**src/hdl/cd_pkg.sv**
```systemverilog
package cd_pkg;

	localparam int ACC_SQ_W  = 27;
	localparam int ACC_DOT_W = 28;
	localparam int DIST_W    = 18;
	localparam int MUL_A_W   = 54;
	localparam int MUL_B_W   = 35;
	localparam int MUL_P_W   = MUL_A_W + MUL_B_W;
	localparam int DSQ_W     = 55;
	localparam int KSQ_W     = 35;
	localparam int K_W       = 19;

	localparam logic [ACC_SQ_W-1:0]  SQ_MAX  = {ACC_SQ_W{1'b1}};
	localparam logic [DIST_W-1:0]    TWO_FIX = 18'd131072;
	localparam logic [K_W-1:0]       K_TOP   = 19'd131073;
	localparam int                   LHS_SHIFT = 34;

	typedef struct packed {
		logic [7:0] a_elem;
		logic [7:0] b_elem;
		logic       last;
	} in_item_t;

	typedef struct packed {
		logic [DIST_W-1:0] distance;
		logic              zero_norm;
	} out_item_t;

	typedef enum logic [1:0] {
		MUL_P,
		MUL_D,
		MUL_K,
		MUL_R
	} mul_sel_t;

	typedef enum logic [10:0] {
		ST_IDLE   = 11'b00000000001,
		ST_P_GO   = 11'b00000000010,
		ST_P_WAIT = 11'b00000000100,
		ST_D_GO   = 11'b00000001000,
		ST_D_WAIT = 11'b00000010000,
		ST_K_GO   = 11'b00000100000,
		ST_K_WAIT = 11'b00001000000,
		ST_R_GO   = 11'b00010000000,
		ST_R_WAIT = 11'b00100000000,
		ST_DECIDE = 11'b01000000000,
		ST_OUT    = 11'b10000000000
	} state_t;

	typedef struct packed {
		logic     acc;
		logic     mul_start;
		mul_sel_t sel;
		logic     store_p;
		logic     store_d;
		logic     store_k;
		logic     decide;
		logic     load_out;
	} cmd_t;

	typedef struct packed {
		logic mul_done;
		logic zero_norm;
		logic search_done;
		logic out_free;
	} sts_t;

	localparam logic [1:0] REG_ELEMENT_SIGNED = 2'd0;

endpackage

```
**src/hdl/cd_mult.sv**
```systemverilog
module cd_mult (
	input  logic                      clk,
	input  logic                      arst_n,
	input  logic                      start,
	input  logic [cd_pkg::MUL_A_W-1:0] a,
	input  logic [cd_pkg::MUL_B_W-1:0] b,
	output logic                      done,
	output logic [cd_pkg::MUL_P_W-1:0] product
);
	import cd_pkg::*;

	logic               busy_q;
	logic [MUL_P_W-1:0] a_q;
	logic [MUL_B_W-1:0] b_q;
	logic [MUL_P_W-1:0] prod_q;

	// finished once no set multiplier bit remains
	assign done    = busy_q && (b_q == '0);
	assign product = prod_q;

	// control
	always_ff @(posedge clk or negedge arst_n) begin
		if (!arst_n) begin
			busy_q <= 1'b0;
		end else if (start) begin
			busy_q <= 1'b1;
		end else if (done) begin
			busy_q <= 1'b0;
		end
	end

	// shift-add, one multiplier bit per cycle
	always_ff @(posedge clk) begin
		if (start) begin
			a_q    <= {{MUL_B_W{1'b0}}, a};
			b_q    <= b;
			prod_q <= '0;
		end else if (busy_q && !done) begin
			if (b_q[0]) begin
				prod_q <= prod_q + a_q;
			end
			a_q <= {a_q[MUL_P_W-2:0], 1'b0};
			b_q <= {1'b0, b_q[MUL_B_W-1:1]};
		end
	end

endmodule

```
**src/hdl/cd_dp.sv**
```systemverilog
module cd_dp (
	input  logic              clk,
	input  logic              arst_n,
	input  logic              element_signed,
	input  cd_pkg::in_item_t  in_data,
	input  cd_pkg::cmd_t      cmd,
	output cd_pkg::sts_t      sts,
	output logic              out_valid,
	input  logic              out_stall,
	output cd_pkg::out_item_t out_data
);
	import cd_pkg::*;

	logic signed [8:0]           ea, eb;
	logic signed [17:0]          sq_a, sq_b, prod_ab;
	logic [ACC_SQ_W:0]           sa_sum, sb_sum;
	logic [ACC_SQ_W-1:0]         sa_next, sb_next;
	logic signed [ACC_DOT_W:0]   dot_sum;
	logic signed [ACC_DOT_W-1:0] dot_next;

	logic [ACC_SQ_W-1:0]         sa_q, sb_q;
	logic signed [ACC_DOT_W-1:0] dot_q;

	logic [ACC_SQ_W-1:0]         sa_w_q, sb_w_q;
	logic signed [ACC_DOT_W-1:0] dot_w_q;
	logic                        zero_w_q;

	logic [MUL_A_W-1:0]          p_q;
	logic [DSQ_W-1:0]            dsq_q;
	logic [KSQ_W-1:0]            ksq_q;
	logic                        kneg_q;

	logic [DIST_W-1:0]           lo_q, hi_q;
	logic                        first_q;
	logic [DIST_W-1:0]           mid;
	logic signed [K_W-1:0]       k_val;
	logic [K_W-1:0]              k_abs;

	logic [ACC_DOT_W-1:0]        dot_abs;
	logic [MUL_A_W-1:0]          mul_a;
	logic [MUL_B_W-1:0]          mul_b;
	logic                        mul_done;
	logic [MUL_P_W-1:0]          mul_prod;
	logic [MUL_P_W-1:0]          lhs;
	logic                        test;

	logic                        out_valid_q;
	out_item_t                   out_q;

	// element products and saturating sums
	always_comb begin
		ea      = element_signed ? $signed({in_data.a_elem[7], in_data.a_elem})
		                         : $signed({1'b0, in_data.a_elem});
		eb      = element_signed ? $signed({in_data.b_elem[7], in_data.b_elem})
		                         : $signed({1'b0, in_data.b_elem});
		sq_a    = ea * ea;
		sq_b    = eb * eb;
		prod_ab = ea * eb;
		sa_sum  = {1'b0, sa_q} + {{(ACC_SQ_W + 1 - 17){1'b0}}, sq_a[16:0]};
		sb_sum  = {1'b0, sb_q} + {{(ACC_SQ_W + 1 - 17){1'b0}}, sq_b[16:0]};
		sa_next = sa_sum[ACC_SQ_W] ? SQ_MAX : sa_sum[ACC_SQ_W-1:0];
		sb_next = sb_sum[ACC_SQ_W] ? SQ_MAX : sb_sum[ACC_SQ_W-1:0];
		dot_sum = {dot_q[ACC_DOT_W-1], dot_q}
		        + {{(ACC_DOT_W + 1 - 18){prod_ab[17]}}, prod_ab};
		if (dot_sum[ACC_DOT_W] != dot_sum[ACC_DOT_W-1]) begin
			dot_next = dot_sum[ACC_DOT_W] ? {1'b1, {(ACC_DOT_W-1){1'b0}}}
			                              : {1'b0, {(ACC_DOT_W-1){1'b1}}};
		end else begin
			dot_next = dot_sum[ACC_DOT_W-1:0];
		end
	end

	// accumulators, cleared when the last beat is taken
	always_ff @(posedge clk or negedge arst_n) begin
		if (!arst_n) begin
			sa_q  <= '0;
			sb_q  <= '0;
			dot_q <= '0;
		end else if (cmd.acc) begin
			if (in_data.last) begin
				sa_q  <= '0;
				sb_q  <= '0;
				dot_q <= '0;
			end else begin
				sa_q  <= sa_next;
				sb_q  <= sb_next;
				dot_q <= dot_next;
			end
		end
	end

	// search point and the test value k = 131073 - 2*mid, or 131073 on the first step
	always_comb begin
		mid     = lo_q + ((hi_q - lo_q + 18'd1) >> 1);
		k_val   = first_q ? $signed(K_TOP) : $signed(K_TOP - {mid, 1'b0});
		k_abs   = k_val[K_W-1] ? K_W'(-k_val) : k_val;
		dot_abs = dot_w_q[ACC_DOT_W-1] ? ACC_DOT_W'(-dot_w_q) : dot_w_q;
	end

	// multiplier operand select
	always_comb begin
		case (cmd.sel)
			MUL_P: begin
				mul_a = {{(MUL_A_W-ACC_SQ_W){1'b0}}, sa_w_q};
				mul_b = {{(MUL_B_W-ACC_SQ_W){1'b0}}, sb_w_q};
			end
			MUL_D: begin
				mul_a = {{(MUL_A_W-ACC_DOT_W){1'b0}}, dot_abs};
				mul_b = {{(MUL_B_W-ACC_DOT_W){1'b0}}, dot_abs};
			end
			MUL_K: begin
				mul_a = {{(MUL_A_W-DIST_W){1'b0}}, k_abs[DIST_W-1:0]};
				mul_b = {{(MUL_B_W-DIST_W){1'b0}}, k_abs[DIST_W-1:0]};
			end
			default: begin
				mul_a = p_q;
				mul_b = ksq_q;
			end
		endcase
	end

	cd_mult u_mult (
		.clk     (clk),
		.arst_n  (arst_n),
		.start   (cmd.mul_start),
		.a       (mul_a),
		.b       (mul_b),
		.done    (mul_done),
		.product (mul_prod)
	);

	// exact test: 131072*dot <= k*sqrt(p), in squared form
	always_comb begin
		lhs = {dsq_q, {LHS_SHIFT{1'b0}}};
		if (dot_w_q == '0) begin
			test = !kneg_q;
		end else if (!dot_w_q[ACC_DOT_W-1]) begin
			test = !kneg_q && (lhs <= mul_prod);
		end else begin
			test = kneg_q ? (lhs >= mul_prod) : 1'b1;
		end
	end

	// working registers of the final computation
	always_ff @(posedge clk) begin
		if (cmd.acc && in_data.last) begin
			sa_w_q   <= sa_next;
			sb_w_q   <= sb_next;
			dot_w_q  <= dot_next;
			zero_w_q <= (sa_next == '0) || (sb_next == '0);
			lo_q     <= '0;
			hi_q     <= TWO_FIX;
			first_q  <= 1'b1;
		end
		if (cmd.store_p) begin
			p_q <= mul_prod[MUL_A_W-1:0];
		end
		if (cmd.store_d) begin
			dsq_q <= mul_prod[DSQ_W-1:0];
		end
		if (cmd.store_k) begin
			ksq_q <= mul_prod[KSQ_W-1:0];
		end
		if (cmd.mul_start && cmd.sel == MUL_K) begin
			kneg_q <= k_val[K_W-1];
		end
		if (cmd.decide) begin
			if (first_q) begin
				first_q <= 1'b0;
				if (!test) begin
					lo_q <= '0;
					hi_q <= '0;
				end
			end else if (test) begin
				lo_q <= mid;
			end else begin
				hi_q <= mid - 18'd1;
			end
		end
	end

	// output register
	always_ff @(posedge clk or negedge arst_n) begin
		if (!arst_n) begin
			out_valid_q <= 1'b0;
		end else if (cmd.load_out) begin
			out_valid_q <= 1'b1;
		end else if (!out_stall) begin
			out_valid_q <= 1'b0;
		end
	end

	always_ff @(posedge clk) begin
		if (cmd.load_out) begin
			out_q.distance  <= zero_w_q ? '0 : lo_q;
			out_q.zero_norm <= zero_w_q;
		end
	end

	assign out_valid = out_valid_q;
	assign out_data  = out_q;

	assign sts.mul_done    = mul_done;
	assign sts.zero_norm   = zero_w_q;
	assign sts.search_done = !first_q && (lo_q >= hi_q);
	assign sts.out_free    = !out_valid_q || !out_stall;

endmodule

```
**src/hdl/cd_ctrl.sv**
```systemverilog
module cd_ctrl (
	input  logic         clk,
	input  logic         arst_n,
	input  logic         in_valid,
	input  logic         in_last,
	output logic         in_stall,
	input  cd_pkg::sts_t sts,
	output cd_pkg::cmd_t cmd
);
	import cd_pkg::*;

	state_t state_q, state_d;

	// next state and commands
	always_comb begin
		state_d       = state_q;
		cmd           = '0;
		cmd.sel       = MUL_P;
		in_stall      = 1'b1;
		unique case (state_q)
			ST_IDLE: begin
				in_stall = 1'b0;
				cmd.acc  = in_valid;
				if (in_valid && in_last) begin
					state_d = ST_P_GO;
				end
			end
			ST_P_GO: begin
				if (sts.zero_norm) begin
					state_d = ST_OUT;
				end else begin
					cmd.mul_start = 1'b1;
					state_d       = ST_P_WAIT;
				end
			end
			ST_P_WAIT: begin
				cmd.store_p = sts.mul_done;
				if (sts.mul_done) begin
					state_d = ST_D_GO;
				end
			end
			ST_D_GO: begin
				cmd.sel       = MUL_D;
				cmd.mul_start = 1'b1;
				state_d       = ST_D_WAIT;
			end
			ST_D_WAIT: begin
				cmd.sel     = MUL_D;
				cmd.store_d = sts.mul_done;
				if (sts.mul_done) begin
					state_d = ST_K_GO;
				end
			end
			ST_K_GO: begin
				cmd.sel       = MUL_K;
				cmd.mul_start = 1'b1;
				state_d       = ST_K_WAIT;
			end
			ST_K_WAIT: begin
				cmd.sel     = MUL_K;
				cmd.store_k = sts.mul_done;
				if (sts.mul_done) begin
					state_d = ST_R_GO;
				end
			end
			ST_R_GO: begin
				cmd.sel       = MUL_R;
				cmd.mul_start = 1'b1;
				state_d       = ST_R_WAIT;
			end
			ST_R_WAIT: begin
				cmd.sel = MUL_R;
				if (sts.mul_done) begin
					state_d = ST_DECIDE;
				end
			end
			ST_DECIDE: begin
				cmd.sel    = MUL_R;
				cmd.decide = 1'b1;
				state_d    = ST_OUT;
			end
			ST_OUT: begin
				// keep searching until the bracket closes
				if (!sts.zero_norm && !sts.search_done) begin
					state_d = ST_K_GO;
				end else if (sts.out_free) begin
					cmd.load_out = 1'b1;
					state_d      = ST_IDLE;
				end
			end
			default: begin
				state_d = ST_IDLE;
			end
		endcase
	end

	always_ff @(posedge clk or negedge arst_n) begin
		if (!arst_n) begin
			state_q <= ST_IDLE;
		end else begin
			state_q <= state_d;
		end
	end

endmodule

```
**src/hdl/cosine_distance_8bit_vectors.sv**
```systemverilog
// Cosine distance of two byte vectors.
// Input channel: one beat carries one element pair (a_elem, b_elem) and last.
// Non-last beats are taken at one per cycle and go into three accumulators.
// The beat with last set closes the vectors; the block then stalls its input
// while it computes 1 - dot/sqrt(|a|^2 |b|^2) in 16-bit fraction fixed point.
// That computation uses one shift-add multiplier (one bit per cycle) for the
// norm product and dot square, then a binary search over the 18-bit result,
// each step a k^2 and a k^2*norm product; zero norms skip it.
// Output channel: one beat per vector, held in an output register; while the
// receiver stalls it, the block keeps accepting element beats of the next
// vector and only waits if that vector's result is ready before the first one
// is taken. Result: distance (0..2.0) and zero_norm, distance 0 when either
// norm is zero.
// Reset clears accumulators and control, and sets element_signed to 1.
// Config: APB register 0 (address 0), bit 0 = element_signed; write it only
// while the block is idle.
module cosine_distance_8bit_vectors (
	input  logic              clk,
	input  logic              arst_n,
	input  logic              in_valid,
	output logic              in_stall,
	input  cd_pkg::in_item_t  in_data,
	output logic              out_valid,
	input  logic              out_stall,
	output cd_pkg::out_item_t out_data,
	input  logic              psel,
	input  logic              penable,
	input  logic              pwrite,
	input  logic [2:0]        paddr,
	input  logic [31:0]       pwdata,
	output logic [31:0]       prdata,
	output logic              pready
);
	import cd_pkg::*;

	logic element_signed_q;
	cmd_t cmd;
	sts_t sts;

	// configuration register
	always_ff @(posedge clk or negedge arst_n) begin
		if (!arst_n) begin
			element_signed_q <= 1'b1;
		end else if (psel && penable && pwrite && pready
		             && {1'b0, paddr[2]} == REG_ELEMENT_SIGNED) begin
			element_signed_q <= pwdata[0];
		end
	end

	assign pready = 1'b1;
	assign prdata = ({1'b0, paddr[2]} == REG_ELEMENT_SIGNED)
	              ? {31'd0, element_signed_q} : 32'd0;

	cd_ctrl u_ctrl (
		.clk      (clk),
		.arst_n   (arst_n),
		.in_valid (in_valid),
		.in_last  (in_data.last),
		.in_stall (in_stall),
		.sts      (sts),
		.cmd      (cmd)
	);

	cd_dp u_dp (
		.clk            (clk),
		.arst_n         (arst_n),
		.element_signed (element_signed_q),
		.in_data        (in_data),
		.cmd            (cmd),
		.sts            (sts),
		.out_valid      (out_valid),
		.out_stall      (out_stall),
		.out_data       (out_data)
	);

endmodule
```
**config.mk**
```make
export PLATFORM = sky130hd
export DESIGN_NAME = cosine_distance_8bit_vectors
export DESIGN_NICKNAME = d
export VERILOG_FILES = /design/src/hdl/cd_pkg.sv /design/src/hdl/cd_mult.sv /design/src/hdl/cd_dp.sv /design/src/hdl/cd_ctrl.sv /design/src/hdl/cosine_distance_8bit_vectors.sv
export SDC_FILE = /design/constraint.sdc
export NUM_CORES = 2
export LEC_CHECK = 0
export BUFFER_PORTS_ARGS = -buffer_cell sky130_fd_sc_hd__buf_2
export CORE_ASPECT_RATIO = 1.2
export CORE_MARGIN = 1
export CORE_UTILIZATION = 58
export CTS_CLUSTER_SIZE = 8
export DETAILED_ROUTE_END_ITERATION = 8
export PLACE_DENSITY = 0.78
export SYNTH_ARGS = -nofsm -noshare
export SYNTH_HDL_FRONTEND = slang
export SYNTH_HIERARCHICAL = 1
export SYNTH_SLANG_ARGS = --single-unit
```
**constraint.sdc**
```tcl
create_clock -name clk -period 7.3 [get_ports clk]
set_input_delay 0.73 -clock clk [delete_from_list [all_inputs] [get_ports clk]]
set_output_delay 0.73 -clock clk [all_outputs]
set_load 0.01 [all_outputs]
```
==> results.sh <==
export IMPL_timing_max_cap_violations=0
export IMPL_cts_sink_count=593
export IMPL_max_slew_margin_rel_pct=20.38
export IMPL_finalCritPeriodShare_pct=98.35
export IMPL_cts_inserted_buffers=84
export IMPL_number_of_nets_still_failing_antenna_checks_after_routing=0
export IMPL_viasPerCell=6.049
export IMPL_synthesis_instances=4767
export IMPL_synthDistinctLibCells=117
export IMPL_critical_path_peak_fanout=5
export IMPL_clock_insertion_delay_worst_skew_ps=650
export IMPL_synthToLayoutAreaGrowth_pct=11.61
export IMPL_dieWidth_um=257.9
export IMPL_antenna_found_initial=0
export IMPL_routed_wire_length_per_instance_um=20.39
export IMPL_grt_max_degree=84
export IMPL_floorplan_core_area_um2=77770
export IMPL_timing_max_transition_violations_final=0
export IMPL_drt_initial_drc_count=2629
export IMPL_synth_enable_flop_cells=336
export IMPL_worst_setup_path_type="reg -> reg"
export IMPL_timing_hold_violations_final=0
export IMPL_timing_critical_path_mode_cell="sky130_fd_sc_hd__fa_1"
export IMPL_holdWs_ps=102.6
export IMPL_skew_ps=32.52
export IMPL_port_buffers=47
export IMPL_grt_setup_unrepaired="true"
export IMPL_yosys_register_bits=593
export IMPL_diodes=0
export IMPL_initial_utilization_pct=58.61
export IMPL_die_span_in_y_um=309.1
export IMPL_syn_cell_area_um2=45580
export IMPL_worst_hold_path_type="in -> async"
export IMPL_finish_utilization_pct=65.41
export IMPL_clock_root_buffer="sky130_fd_sc_hd__clkbuf_16"
export IMPL_yosysWarningCount=6
export IMPL_post_route_drc_count=0
export IMPL_finalWeightedCongestion=0.9646
export IMPL_part_of_the_yosys_area_used_for_sequential_elements_pct=34.48
export IMPL_tritoncts="built"
export IMPL_ioPinCount=113
export IMPL_layout_cells_most_common_list="sky130_fd_sc_hd__nand2_1, sky130_fd_sc_hd__inv_1, sky130_fd_sc_hd__ha_1, sky130_fd_sc_hd__a21oi_1, sky130_fd_sc_hd__edfxtp_1"
export IMPL_clock_pin_slew_worst_setup_and_hold_paths_ps=60
export IMPL_post_synth_top_area_cell="sky130_fd_sc_hd__edfxtp_1"
export IMPL_grt_overflow_total=0
export IMPL_cp_required_ps=7800
export IMPL_yosys_top_cells_area="sky130_fd_sc_hd__edfxtp_1, sky130_fd_sc_hd__ha_1, sky130_fd_sc_hd__fa_1, sky130_fd_sc_hd__dfxtp_1, sky130_fd_sc_hd__dfrtp_1"
export IMPL_fin_tns_setup_ps=0
export IMPL_routed_via_count=36390
export IMPL_final_cell_count_no_fill=6015
export IMPL_firstDrtPassIters=6
export IMPL_critical_path_start_type="flip-flop"
export IMPL_timing_fmax_mhz=139.3
export IMPL_synth_flop_cell="sky130_fd_sc_hd__edfxtp_1"
export IMPL_layout_cells_most_common="sky130_fd_sc_hd__nand2_1"
export IMPL_h_tree_depth_reported_by_cts=3
export IMPL_worst_slew_pin_slew_ps=1183
export IMPL_total_wire_length_mm=122.6
export IMPL_setup_viol=0
export IMPL_layout_drive_gt1_share_pct=12.85
export IMPL_hpwl_mm=90.52
export IMPL_cts_hold_buf=0
export IMPL_arr_time_crit_path_ps=7680
export IMPL_ys_async_sr_fraction_pct=16.19
export IMPL_layout_nets=5593
export IMPL_die_area_um2=79720
export IMPL_critPathMaxStageDelay_ps=540
export IMPL_wire_length_of_the_first_global_routing_pass_mm=192.6
export IMPL_cts_root_to_sink_buffers=3
export IMPL_outcome="complete, no violations"
export IMPL_critical_path_slowest_cell="sky130_fd_sc_hd__fa_1"
export IMPL_numPlacedInstances=5843
export IMPL_grt_total_usage_pct=30.51
export IMPL_grt_pass1_vias=36300
export IMPL_row_count=112
export IMPL_post_route_min_period_ps=7179
export IMPL_netlist_area_leader_share_pct=22.13
export IMPL_synthesis_area_per_instance_um2=9.562
export IMPL_cp_end_kind="flip-flop"
==> critical path, delay by kind of cell, from the launching register on <==
family,cells,cell delay (ps)
adders and majority gates,7,3160
AOI/OAI and AO/OA,10,1620
buffers and inverters,11,1110
and+or+nand+nor,6,450
DFF,1,390
xor gates and xnor gates,2,320
==> cell usage after synthesis, types with 41 or more instances <==
library cell / n
sky130_fd_sc_hd__a21o_1: 120
sky130_fd_sc_hd__a21oi_1: 389
sky130_fd_sc_hd__a22o_1: 48
sky130_fd_sc_hd__and2_1: 55
sky130_fd_sc_hd__and3_1: 71
sky130_fd_sc_hd__buf_4: 41
sky130_fd_sc_hd__clkbuf_1: 173
sky130_fd_sc_hd__dfrtp_1: 94
sky130_fd_sc_hd__dfxtp_1: 161
sky130_fd_sc_hd__edfxtp_1: 336
sky130_fd_sc_hd__fa_1: 223
sky130_fd_sc_hd__ha_1: 391
sky130_fd_sc_hd__inv_1: 439
sky130_fd_sc_hd__mux2_2: 92
sky130_fd_sc_hd__nand2_1: 501
sky130_fd_sc_hd__nand2b_1: 46
sky130_fd_sc_hd__nand3_1: 97
sky130_fd_sc_hd__nand4_1: 65
sky130_fd_sc_hd__nor2_1: 257
sky130_fd_sc_hd__nor3_1: 52
sky130_fd_sc_hd__o21ai_0: 185
sky130_fd_sc_hd__o2bb2ai_1: 52
sky130_fd_sc_hd__xnor2_1: 162
sky130_fd_sc_hd__xor2_1: 103
==> timing repair <==
item	CTS	global route
buffers inserted	4	14
pin swaps	6	50
gates cloned	0	0
gates resized for setup	18	71
setup endpoints to repair	1	119
==> per-stage QoR <==
| step | instance area [um2] | worst slack, ps |
|---|---|---|
| global route | 50870 | -93.82 |
| global placement | 47920 | -490.5 |
| floorplan | 45800 | -40.98 |
| detailed placement | 47920 | -580.0 |
| CTS | 50510 | 11.12 |
| finish | 50870 | 120.8 |
==> metal layers <==
metal | vias to the layer above | global-route usage, % | part of all wire, %
met4 | 0 | 18.51 | 6.3
met1 | 17730 | 35.89 | 39
li1 | 17100 | - | -
met2 | 1242 | 53.58 | 50
met3 | 315 | 3.360 | 5.4
met5 | - | 0 | 0
==> layout make-up <==
type	instances	area (um2)
multi-input cells	3509	27600
fillers	6152	26900
flip-flops and latches	593	15720
clock buffers	150	2392
repair buffers	289	2123
inverters	443	1674
well taps	1026	1284
clock inverters	5	83.83
==> logic make-up after synthesis <==
| group | count (synthesis) | share of synthesized area [%] |
|---|---|---|
| simple gates | 1316 | 13.96 |
| buf+inv | 695 | 6.220 |
| fa+ha+maj | 635 | 20.99 |
| other cells | 2 | 0.01648 |
| mux | 100 | 2.462 |
| xor+xnor | 266 | 5.152 |
| compound gates | 1160 | 16.72 |
| flops | 593 | 34.48 |
==> worst paths after layout <==
kind	startpoint	endpoint	slack, ps	depth (start not counted)
worst min-delay path	arst_n	u_dp/sb_q[12]	100	1
worst min register to register	u_dp/hi_q[1]	u_dp/hi_q[1]	470	2
worst max-delay path	element_signed_q	u_dp/zero_w_q	120	36
max in group asynchronous	arst_n	u_dp/sa_q[25]	5910	2
worst max register to register	element_signed_q	u_dp/zero_w_q	120	36
min in group clk	pwdata[0]	element_signed_q	340	2
==> registers in the layout, summed over array words and instances (netlist names), 27 cells and up <==
| name | count |
|---|---|
| u_dp/dot_q | 28 |
| u_dp/dot_w_q | 28 |
| u_dp/dsq_q | 55 |
| u_dp/ksq_q | 35 |
| u_dp/p_q | 54 |
| u_dp/sa_q | 27 |
| u_dp/sa_w_q | 27 |
| u_dp/sb_q | 27 |
| u_dp/sb_w_q | 27 |
| u_dp/u_mult/a_q | 89 |
| u_dp/u_mult/b_q | 35 |
| u_dp/u_mult/product | 89 |
Power is not shown: default switching activity piles up to over one toggle a cycle in this logic, so the estimate is an artifact.
